--- src/hdl/kcache_pkg.sv ---
`timescale 1ns / 1ps
`default_nettype none

package kcache_pkg;

    // default sizing
    localparam int CACHE_ENTRIES_DEF = 32;
    localparam int HANDLE_BITS_DEF   = 16;

    // fixed field widths
    localparam int KEY_W   = 64;
    localparam int STAMP_W = 32;
    localparam int HPORT_W = 16;
    localparam int SLOT_W  = 5;
    localparam int MODE_W  = 2;

    // request modes
    localparam logic [MODE_W-1:0] MODE_LOOKUP = 2'd0;
    localparam logic [MODE_W-1:0] MODE_ADD    = 2'd1;
    localparam logic [MODE_W-1:0] MODE_CLEAR  = 2'd2;

    // control from the sequencer to the compare unit
    typedef struct packed {
        logic start;
        logic cmp_vld;
    } t_scan_ctl;

endpackage

`default_nettype wire

--- src/hdl/kcache_mem.sv ---
`timescale 1ns / 1ps
`default_nettype none

module kcache_mem #(
    parameter int DEPTH = 32,
    parameter int WIDTH = 112
) (
    input  wire logic                     i_clk,
    input  wire logic                     i_we,
    input  wire logic [$clog2(DEPTH)-1:0] i_waddr,
    input  wire logic [WIDTH-1:0]         i_wdata,
    input  wire logic [$clog2(DEPTH)-1:0] i_raddr,
    output logic      [WIDTH-1:0]         o_rdata
);

    logic [WIDTH-1:0] r_mem [DEPTH];
    logic [WIDTH-1:0] r_rdata;

    // one write port, one registered read port
    always_ff @(posedge i_clk) begin
        if (i_we) begin
            r_mem[i_waddr] <= i_wdata;
        end
        r_rdata <= r_mem[i_raddr];
    end

    assign o_rdata = r_rdata;

endmodule

`default_nettype wire

--- src/hdl/kcache_scan.sv ---
`timescale 1ns / 1ps
`default_nettype none

module kcache_scan
    import kcache_pkg::*;
#(
    parameter int ENTRIES     = CACHE_ENTRIES_DEF,
    parameter int HANDLE_BITS = HANDLE_BITS_DEF
) (
    input  wire logic                                   i_clk,
    input  wire logic                                   i_rst_n,
    input  wire t_scan_ctl                              i_ctl,
    input  wire logic [$clog2(ENTRIES)-1:0]             i_idx,
    input  wire logic [KEY_W+HANDLE_BITS+STAMP_W-1:0]   i_word,
    input  wire logic [KEY_W-1:0]                       i_key,
    output logic                                        o_match,
    output logic                                        o_hit,
    output logic [$clog2(ENTRIES)-1:0]                  o_hit_idx,
    output logic [HANDLE_BITS-1:0]                      o_hit_hnd,
    output logic [$clog2(ENTRIES)-1:0]                  o_old_idx,
    output logic [HANDLE_BITS-1:0]                      o_old_hnd
);

    localparam int IW = $clog2(ENTRIES);
    localparam int WW = KEY_W + HANDLE_BITS + STAMP_W;

    logic [KEY_W-1:0]       w_key;
    logic [HANDLE_BITS-1:0] w_hnd;
    logic [STAMP_W-1:0]     w_stamp;
    logic                   w_older;

    logic                   r_hit;
    logic [IW-1:0]          r_hit_idx;
    logic [HANDLE_BITS-1:0] r_hit_hnd;
    logic [STAMP_W-1:0]     r_old_stamp;
    logic [IW-1:0]          r_old_idx;
    logic [HANDLE_BITS-1:0] r_old_hnd;

    // split the entry word
    assign w_key   = i_word[WW-1 -: KEY_W];
    assign w_hnd   = i_word[STAMP_W +: HANDLE_BITS];
    assign w_stamp = i_word[STAMP_W-1:0];

    // key compare and strictly-older compare, one entry per cycle
    assign o_match = i_ctl.cmp_vld && !r_hit && (w_key == i_key);
    assign w_older = (i_idx == IW'(0)) || (w_stamp < r_old_stamp);

    // hit flag
    always_ff @(posedge i_clk) begin
        if (!i_rst_n) begin
            r_hit <= 1'b0;
        end else if (i_ctl.start) begin
            r_hit <= 1'b0;
        end else if (o_match) begin
            r_hit <= 1'b1;
        end
    end

    // captured hit and oldest entry
    always_ff @(posedge i_clk) begin
        if (o_match) begin
            r_hit_idx <= i_idx;
            r_hit_hnd <= w_hnd;
        end
        if (i_ctl.cmp_vld && w_older) begin
            r_old_stamp <= w_stamp;
            r_old_idx   <= i_idx;
            r_old_hnd   <= w_hnd;
        end
    end

    assign o_hit     = r_hit;
    assign o_hit_idx = r_hit_idx;
    assign o_hit_hnd = r_hit_hnd;
    assign o_old_idx = r_old_idx;
    assign o_old_hnd = r_old_hnd;

endmodule

`default_nettype wire

--- src/hdl/keyed_cache_with_lru_eviction.sv ---
`timescale 1ns / 1ps
`default_nettype none

// channel   direction  handshake            payload
// request   in         i_valid / o_stall    i_mode i_key i_name_handle i_now i_link_up
// result    out        o_valid / i_stall    o_found o_slot o_handle_out o_release_valid
//                                           o_release_handle o_last
//
// lookup and add: the compare unit sees one entry per cycle from the single read port
// of the entry memory, stopping at the first hit.
// clear with link up reads, then emits, one filled entry at a time.
// synchronous active-low reset empties the table; entries are not cleared.
// the request side stalls while a request is in progress; a stalled result holds
// in the output register and the sequencer waits for it before loading the next.

module keyed_cache_with_lru_eviction
    import kcache_pkg::*;
#(
    parameter int CACHE_ENTRIES = CACHE_ENTRIES_DEF,
    parameter int HANDLE_BITS   = HANDLE_BITS_DEF
) (
    input  wire logic               i_clk,
    input  wire logic               i_rst_n,
    input  wire logic               i_valid,
    output logic                    o_stall,
    input  wire logic [MODE_W-1:0]  i_mode,
    input  wire logic [KEY_W-1:0]   i_key,
    input  wire logic [HPORT_W-1:0] i_name_handle,
    input  wire logic [STAMP_W-1:0] i_now,
    input  wire logic               i_link_up,
    output logic                    o_valid,
    input  wire logic               i_stall,
    output logic                    o_found,
    output logic [SLOT_W-1:0]       o_slot,
    output logic [HPORT_W-1:0]      o_handle_out,
    output logic                    o_release_valid,
    output logic [HPORT_W-1:0]      o_release_handle,
    output logic                    o_last
);

    localparam int IW = $clog2(CACHE_ENTRIES);
    localparam int CW = $clog2(CACHE_ENTRIES + 1);
    localparam int HB = HANDLE_BITS;
    localparam int WW = KEY_W + HB + STAMP_W;

    localparam int SW = 3;
    localparam logic [SW-1:0] S_IDLE   = 3'd0;
    localparam logic [SW-1:0] S_SCAN   = 3'd1;
    localparam logic [SW-1:0] S_FIN    = 3'd2;
    localparam logic [SW-1:0] S_CLR_RD = 3'd3;
    localparam logic [SW-1:0] S_CLR_WT = 3'd4;

    logic [SW-1:0]      r_state, n_state;
    logic [MODE_W-1:0]  r_mode, n_mode;
    logic [KEY_W-1:0]   r_key, n_key;
    logic [HB-1:0]      r_hnd, n_hnd;
    logic [STAMP_W-1:0] r_now, n_now;
    logic               r_link, n_link;
    logic [CW-1:0]      r_fill, n_fill;
    logic [IW-1:0]      r_ptr, n_ptr;
    logic               r_iss, n_iss;
    logic               r_cmp_vld, n_cmp_vld;
    logic [IW-1:0]      r_cmp_idx, n_cmp_idx;

    logic               r_o_valid, n_o_valid;
    logic               r_o_found, n_o_found;
    logic [SLOT_W-1:0]  r_o_slot, n_o_slot;
    logic [HPORT_W-1:0] r_o_hout, n_o_hout;
    logic               r_o_rv, n_o_rv;
    logic [HPORT_W-1:0] r_o_rh, n_o_rh;
    logic               r_o_last, n_o_last;

    logic               w_in_acc;
    logic               w_out_free;
    logic               w_ptr_last;
    logic               w_cmp_last;
    logic [WW-1:0]      w_rdata;
    t_scan_ctl          w_ctl;
    logic               w_match;
    logic               w_hit;
    logic [IW-1:0]      w_hit_idx;
    logic [HB-1:0]      w_hit_hnd;
    logic [IW-1:0]      w_old_idx;
    logic [HB-1:0]      w_old_hnd;

    logic               w_fin_we;
    logic [IW-1:0]      w_fin_idx;
    logic [WW-1:0]      w_fin_wd;
    logic               w_fin_found;
    logic [HPORT_W-1:0] w_fin_hout;
    logic               w_fin_rv;
    logic [HPORT_W-1:0] w_fin_rh;
    logic               w_fin_grow;
    logic               w_mem_we;

    assign w_in_acc   = i_valid && (r_state == S_IDLE);
    assign w_out_free = !r_o_valid || !i_stall;
    assign w_ptr_last = (CW'(r_ptr) + CW'(1)) == r_fill;
    assign w_cmp_last = (CW'(r_cmp_idx) + CW'(1)) == r_fill;

    assign w_ctl.start   = w_in_acc;
    assign w_ctl.cmp_vld = r_cmp_vld;

    // entry memory: {key, handle, stamp}
    kcache_mem #(
        .DEPTH (CACHE_ENTRIES),
        .WIDTH (WW)
    ) u_mem (
        .i_clk   (i_clk),
        .i_we    (w_mem_we),
        .i_waddr (w_fin_idx),
        .i_wdata (w_fin_wd),
        .i_raddr (r_ptr),
        .o_rdata (w_rdata)
    );

    // shared compare unit
    kcache_scan #(
        .ENTRIES     (CACHE_ENTRIES),
        .HANDLE_BITS (HANDLE_BITS)
    ) u_scan (
        .i_clk     (i_clk),
        .i_rst_n   (i_rst_n),
        .i_ctl     (w_ctl),
        .i_idx     (r_cmp_idx),
        .i_word    (w_rdata),
        .i_key     (r_key),
        .o_match   (w_match),
        .o_hit     (w_hit),
        .o_hit_idx (w_hit_idx),
        .o_hit_hnd (w_hit_hnd),
        .o_old_idx (w_old_idx),
        .o_old_hnd (w_old_hnd)
    );

    // final result and table write of a lookup or add
    always_comb begin
        w_fin_we    = 1'b0;
        w_fin_idx   = w_hit_idx;
        w_fin_wd    = {r_key, r_hnd, r_now};
        w_fin_found = 1'b0;
        w_fin_hout  = '0;
        w_fin_rv    = 1'b0;
        w_fin_rh    = '0;
        w_fin_grow  = 1'b0;
        priority if (r_mode == MODE_LOOKUP) begin
            if (w_hit) begin
                w_fin_we    = 1'b1;
                w_fin_wd    = {r_key, w_hit_hnd, r_now};
                w_fin_found = 1'b1;
                w_fin_hout  = HPORT_W'(w_hit_hnd);
            end
        end else if (r_mode == MODE_ADD) begin
            w_fin_we = 1'b1;
            if (w_hit) begin
                w_fin_found = 1'b1;
            end else if (r_fill < CW'(CACHE_ENTRIES)) begin
                w_fin_idx  = IW'(r_fill);
                w_fin_grow = 1'b1;
            end else begin
                w_fin_idx = w_old_idx;
                w_fin_rv  = r_link;
                w_fin_rh  = r_link ? HPORT_W'(w_old_hnd) : '0;
            end
        end else begin
            w_fin_we = 1'b0;
        end
    end

    assign w_mem_we = (r_state == S_FIN) && w_out_free && w_fin_we;

    // sequencer
    always_comb begin
        n_state   = r_state;
        n_mode    = r_mode;
        n_key     = r_key;
        n_hnd     = r_hnd;
        n_now     = r_now;
        n_link    = r_link;
        n_fill    = r_fill;
        n_ptr     = r_ptr;
        n_iss     = r_iss;
        n_cmp_vld = 1'b0;
        n_cmp_idx = r_cmp_idx;
        n_o_valid = r_o_valid && i_stall;
        n_o_found = r_o_found;
        n_o_slot  = r_o_slot;
        n_o_hout  = r_o_hout;
        n_o_rv    = r_o_rv;
        n_o_rh    = r_o_rh;
        n_o_last  = r_o_last;
        unique case (r_state)
            S_IDLE: begin
                if (w_in_acc) begin
                    n_mode = i_mode;
                    n_key  = i_key;
                    n_hnd  = HB'(i_name_handle);
                    n_now  = i_now;
                    n_link = i_link_up;
                    n_ptr  = '0;
                    n_iss  = 1'b1;
                    if (i_mode == MODE_CLEAR && i_link_up && r_fill != '0) begin
                        n_state = S_CLR_RD;
                    end else if ((i_mode == MODE_LOOKUP || i_mode == MODE_ADD)
                                 && r_fill != '0) begin
                        n_state = S_SCAN;
                    end else begin
                        n_state = S_FIN;
                    end
                end
            end
            S_SCAN: begin
                // issue one read per cycle, compare it in the next cycle
                if (r_iss) begin
                    n_cmp_vld = 1'b1;
                    n_cmp_idx = r_ptr;
                    if (w_ptr_last) begin
                        n_iss = 1'b0;
                    end else begin
                        n_ptr = r_ptr + IW'(1);
                    end
                end
                if (r_cmp_vld && (w_match || w_cmp_last)) begin
                    n_state   = S_FIN;
                    n_cmp_vld = 1'b0;
                    n_iss     = 1'b0;
                end
            end
            S_FIN: begin
                if (w_out_free) begin
                    n_o_valid = 1'b1;
                    n_o_found = w_fin_found;
                    n_o_slot  = SLOT_W'(w_fin_we ? w_fin_idx : IW'(0));
                    n_o_hout  = w_fin_hout;
                    n_o_rv    = w_fin_rv;
                    n_o_rh    = w_fin_rh;
                    n_o_last  = 1'b1;
                    if (w_fin_grow) begin
                        n_fill = r_fill + CW'(1);
                    end
                    if (r_mode == MODE_CLEAR) begin
                        n_fill = '0;
                    end
                    n_state = S_IDLE;
                end
            end
            S_CLR_RD: begin
                n_state = S_CLR_WT;
            end
            S_CLR_WT: begin
                // emit one release per filled entry
                if (w_out_free) begin
                    n_o_valid = 1'b1;
                    n_o_found = 1'b0;
                    n_o_slot  = SLOT_W'(r_ptr);
                    n_o_hout  = '0;
                    n_o_rv    = 1'b1;
                    n_o_rh    = HPORT_W'(w_rdata[STAMP_W +: HB]);
                    n_o_last  = w_ptr_last;
                    if (w_ptr_last) begin
                        n_fill  = '0;
                        n_state = S_IDLE;
                    end else begin
                        n_ptr   = r_ptr + IW'(1);
                        n_state = S_CLR_RD;
                    end
                end
            end
            default: begin
                n_state = S_IDLE;
            end
        endcase
    end

    // control registers
    always_ff @(posedge i_clk) begin
        if (!i_rst_n) begin
            r_state   <= S_IDLE;
            r_fill    <= '0;
            r_iss     <= 1'b0;
            r_cmp_vld <= 1'b0;
            r_o_valid <= 1'b0;
        end else begin
            r_state   <= n_state;
            r_fill    <= n_fill;
            r_iss     <= n_iss;
            r_cmp_vld <= n_cmp_vld;
            r_o_valid <= n_o_valid;
        end
    end

    // payload registers
    always_ff @(posedge i_clk) begin
        r_mode    <= n_mode;
        r_key     <= n_key;
        r_hnd     <= n_hnd;
        r_now     <= n_now;
        r_link    <= n_link;
        r_ptr     <= n_ptr;
        r_cmp_idx <= n_cmp_idx;
        r_o_found <= n_o_found;
        r_o_slot  <= n_o_slot;
        r_o_hout  <= n_o_hout;
        r_o_rv    <= n_o_rv;
        r_o_rh    <= n_o_rh;
        r_o_last  <= n_o_last;
    end

    assign o_stall          = (r_state != S_IDLE);
    assign o_valid          = r_o_valid;
    assign o_found          = r_o_found;
    assign o_slot           = r_o_slot;
    assign o_handle_out     = r_o_hout;
    assign o_release_valid  = r_o_rv;
    assign o_release_handle = r_o_rh;
    assign o_last           = r_o_last;

endmodule

`default_nettype wire

--- config.mk ---
export PLATFORM = sky130hd
export DESIGN_NAME = keyed_cache_with_lru_eviction
export DESIGN_NICKNAME = d
export VERILOG_FILES = /design/src/hdl/kcache_pkg.sv /design/src/hdl/kcache_mem.sv /design/src/hdl/kcache_scan.sv /design/src/hdl/keyed_cache_with_lru_eviction.sv
export SDC_FILE = /design/constraint.sdc
export NUM_CORES = 2
export LEC_CHECK = 0
export BUFFER_PORTS_ARGS = -buffer_cell sky130_fd_sc_hd__buf_2
export CAP_MARGIN = 30
export CORE_AREA = 2 2 706 708
export DETAILED_ROUTE_END_ITERATION = 7
export DIE_AREA = 0 0 708 710
export MAX_ROUTING_LAYER = met4
export PLACE_DENSITY = 0.51
export SLEW_MARGIN = 0
export SYNTH_ARGS = -nofsm -noshare
export SYNTH_HDL_FRONTEND = slang
export SYNTH_SLANG_ARGS = --single-unit
export TNS_END_PERCENT = 10
--- constraint.sdc ---
create_clock -name i_clk -period 13.7 [get_ports i_clk]
set_clock_uncertainty 0.05 [all_clocks]
set_input_delay 0 -clock i_clk [delete_from_list [all_inputs] [get_ports i_clk]]
set_output_delay 0 -clock i_clk [all_outputs]
set_load 0.05 [all_outputs]
==> qor.txt <==
Clock Path Buffers: 4
Nets: 6942
yosys warns: 0
Num Clock Sinks: 3948
RSZ-0062 raised after global routing: false
syn nets: 6147
post-DP HPWL: 199 mm
I/O Pins: 161
Netlist cell types: 58
Die Width: 708 µm
Slew @ Worst Pin: 1270 ps
most frequent cells after synthesis: 3823 x edfxtp_1, 1120 x mux4_2, 154 x clkbuf_1
Leak: 54.4 nW
Syn-to-layout area delta: 18.5%
Final ANT Viol Nets: 0
Hold Path Origin: i_valid
final core utilization: 35.5%
layout cells sized above 1: 32.6%
row count: 259
final hold violation count: 0
Initial Util: 29.9%
crit path launch type: flop
ys async rst share: 0%
DP Area: 159000 µm²
post-CTS setup buffers: 0
Clock Latency Late Sink: 960 ps
initial antenna violation count: 13
most numerous cell in the Yosys netlist: edfxtp_1
maxcap violations: 0
CTS tree: done
min-delay worst type: primary input to flop
CTS root buffer: clkbuf_16
Core Area: 495000 µm²
Yosys top cell area share: 77.4%
vias in the first global route: 70898
crit path DAT: 5820 ps
Die Ht: 710 µm
Worst R2R Setup Slack: 8620 ps
Yosys reg bits: 3948
final RePlAce weighted congestion: 0.783
PD cells: 154 nW/µm²
Total GRT Usage: 16.0%
Mean Syn Cell Area: 24.7 µm²
Synth Flop Type: edfxtp_1
Worst Setup SP: r_ptr[0]
Port Buffers: 160
number of synthesized flops with an enable pin: 3823
Multi-input gate area: 29800 µm²
worst reg2reg path endpoint: u_mem.o_rdata[59]
via count: 68080
status: finished, final reports clean
WL/cell: 29.1 µm
Final Max Tran Viols: 0
Mapped Cells: 5992
number of CTS-inserted buffers: 413
Overflow after GRT: 0
post-route cell area: 176000 µm²
drt first pass iters: 6
CP Max Fanout: 91
fmax: 0.197 GHz
first-pass GRT wire length: 559 mm
mapped cell area: 148000 µm²
final setup vio count: 0
Reg area: 117000 µm²
relative max-transition margin: 15.6%
Final period util: 37.1%
DRC Markers: 0
post-route minimum period: 5080 ps
Synth area leaders: edfxtp_1 77%, mux4_2 17%, dfxtp_1 1.7%, mux2_2 0.85%, clkbuf_1 0.39%
R2R depth: 8
Peak VDD IR: 106 µV
pin count of the biggest net entering global routing: 135
minimum hold slack: 158 ps
register area share after synthesis: 79.1%
Crit. End Element: flop
Total Routed Length: 398 mm
1st-iter DRT viols: 7201
Setup TNS Final: 0 ps
critical path type: flop to flop
CP Capture Point: u_mem.o_rdata[59]
data required time of the critical path: 14440 ps
fillers: 45058
Reg clk slew, reported paths: 60 ps
Die Area: 503000 µm²
worst r2r src: r_ptr[0]
number of H-tree levels: 5
Synth area leader: edfxtp_1
DR vias/cell: 4.97
cell families (layout without fill, tap and decap cells):
kind of cell             count (synthesis)  after routing  share of synthesized area (%)
AND/OR/NAND/NOR                        254            254                          0.803
AO/OA/AOI/OAI                          111            111                          0.535
other                                    0              8                              0
buffers and inverters                  349           1510                          0.984
multiplexers                          1237           1237                           17.9
XOR/XNOR                                57             57                          0.337
flip-flops                            3948           3948                           79.1
adder cells (fa/ha/maj)                 36             36                          0.304
layer usage:
metal,vias to the layer above,share of wire (%),global-route usage (%)
met2,2192,48,25.3
met4,0,2.2,3.54
li1,27451,-,-
met1,37876,45,22.3
met3,561,5.2,1.95
met5,-,0,-
sequential cells by signal (all words and copies together) (netlist names), 2 cells and up:
name                cells
r_hnd                  16
o_release_handle       16
u_scan.o_old_hnd       16
r_cmp_idx               5
r_mode                  2
u_mem.o_rdata         112
u_mem.r_mem          3584
r_key                  64
o_slot                  5
u_scan.o_old_idx        5
r_now                  32
r_state                 3
u_scan.o_hit_hnd       16
r_ptr                   5
u_scan.r_old_stamp     32
r_fill                  6
o_handle_out           16
u_scan.o_hit_idx        5
stage by stage:
stage	worst slack, ps	cells	power, mW
6_report	8620	13686	27.0
4_1_cts	8450	13646	27.3
3_3_place_gp	7740	12599	15.9
2_1_floorplan	6750	5992	15.2
3_5_place_dp	8510	12628	16.0
5_1_grt	8190	13684	27.9
timing repair:
action / in CTS / in global routing
setup endpoints to repair: 0 / 0
endpoints found under the hold margin: 173 / 0
resized for setup: 0 / 0
hold buffers: 237 / 0
power by group:
part	total [mW]	switching [mW]	internal [mW]
clock	11.3	4.74	6.54
sequential	13.7	0.132	13.5
combinational	2.11	1.17	0.933
total	27.0	6.04	21.0
worst max-delay path, cell delays in order (launching register included):
cell,delay [ps]
edfxtp_1,500
buf_12,500
buf_4,830
buf_4,420
buf_16,320
buf_4,560
mux4_2,600
mux4_2,490
mux2_2,280
worst min-delay path by stage:
stage	endpoint	slack, ps	cells after the start
after floorplan	r_hnd[0]	50	0
after global placement	r_hnd[15]	130	1
after detailed placement	r_key[31]	130	1
after CTS	r_state[1]	60	5
after global routing	r_state[1]	150	5
final	r_state[1]	160	5
placed cells by master, fill, tap and decap left out, types with 8 or more instances in the layout:
cell type	count
inv_1	63
diode_2	8
nor2_1	46
a22o_1	21
clkinv_1	47
bufinv_16	32
buf_16	52
ha_1	36
inv_6	12
nor2_4	33
clkbuf_16	418
mux2_2	112
xnor2_1	32
nand2_1	81
buf_4	185
buf_12	25
o21ai_0	22
dfxtp_1	125
buf_2	161
clkinv_2	69
nand4_1	13
xor2_1	25
edfxtp_1	3823
clkbuf_1	111
nor4_1	9
a211oi_1	10
a21oi_1	13
nor2b_1	11
nand2b_1	14
dlygate4sd3_1	237
nand3_1	11
clkbuf_8	55
mux4_2	1120
clkinvlp_4	18
layout make-up:
class | instances | area share, %
antenna | 8 | 0.0114
inverter | 63 | 0.135
sequential | 3948 | 66.8
tap | 6525 | 4.65
clock buffer | 584 | 6.62
clock inverter | 197 | 1.16
timing repair buffer | 666 | 3.73
multi-input combinational | 1695 | 16.9
Note: power is estimated with default switching activity, not from simulation.
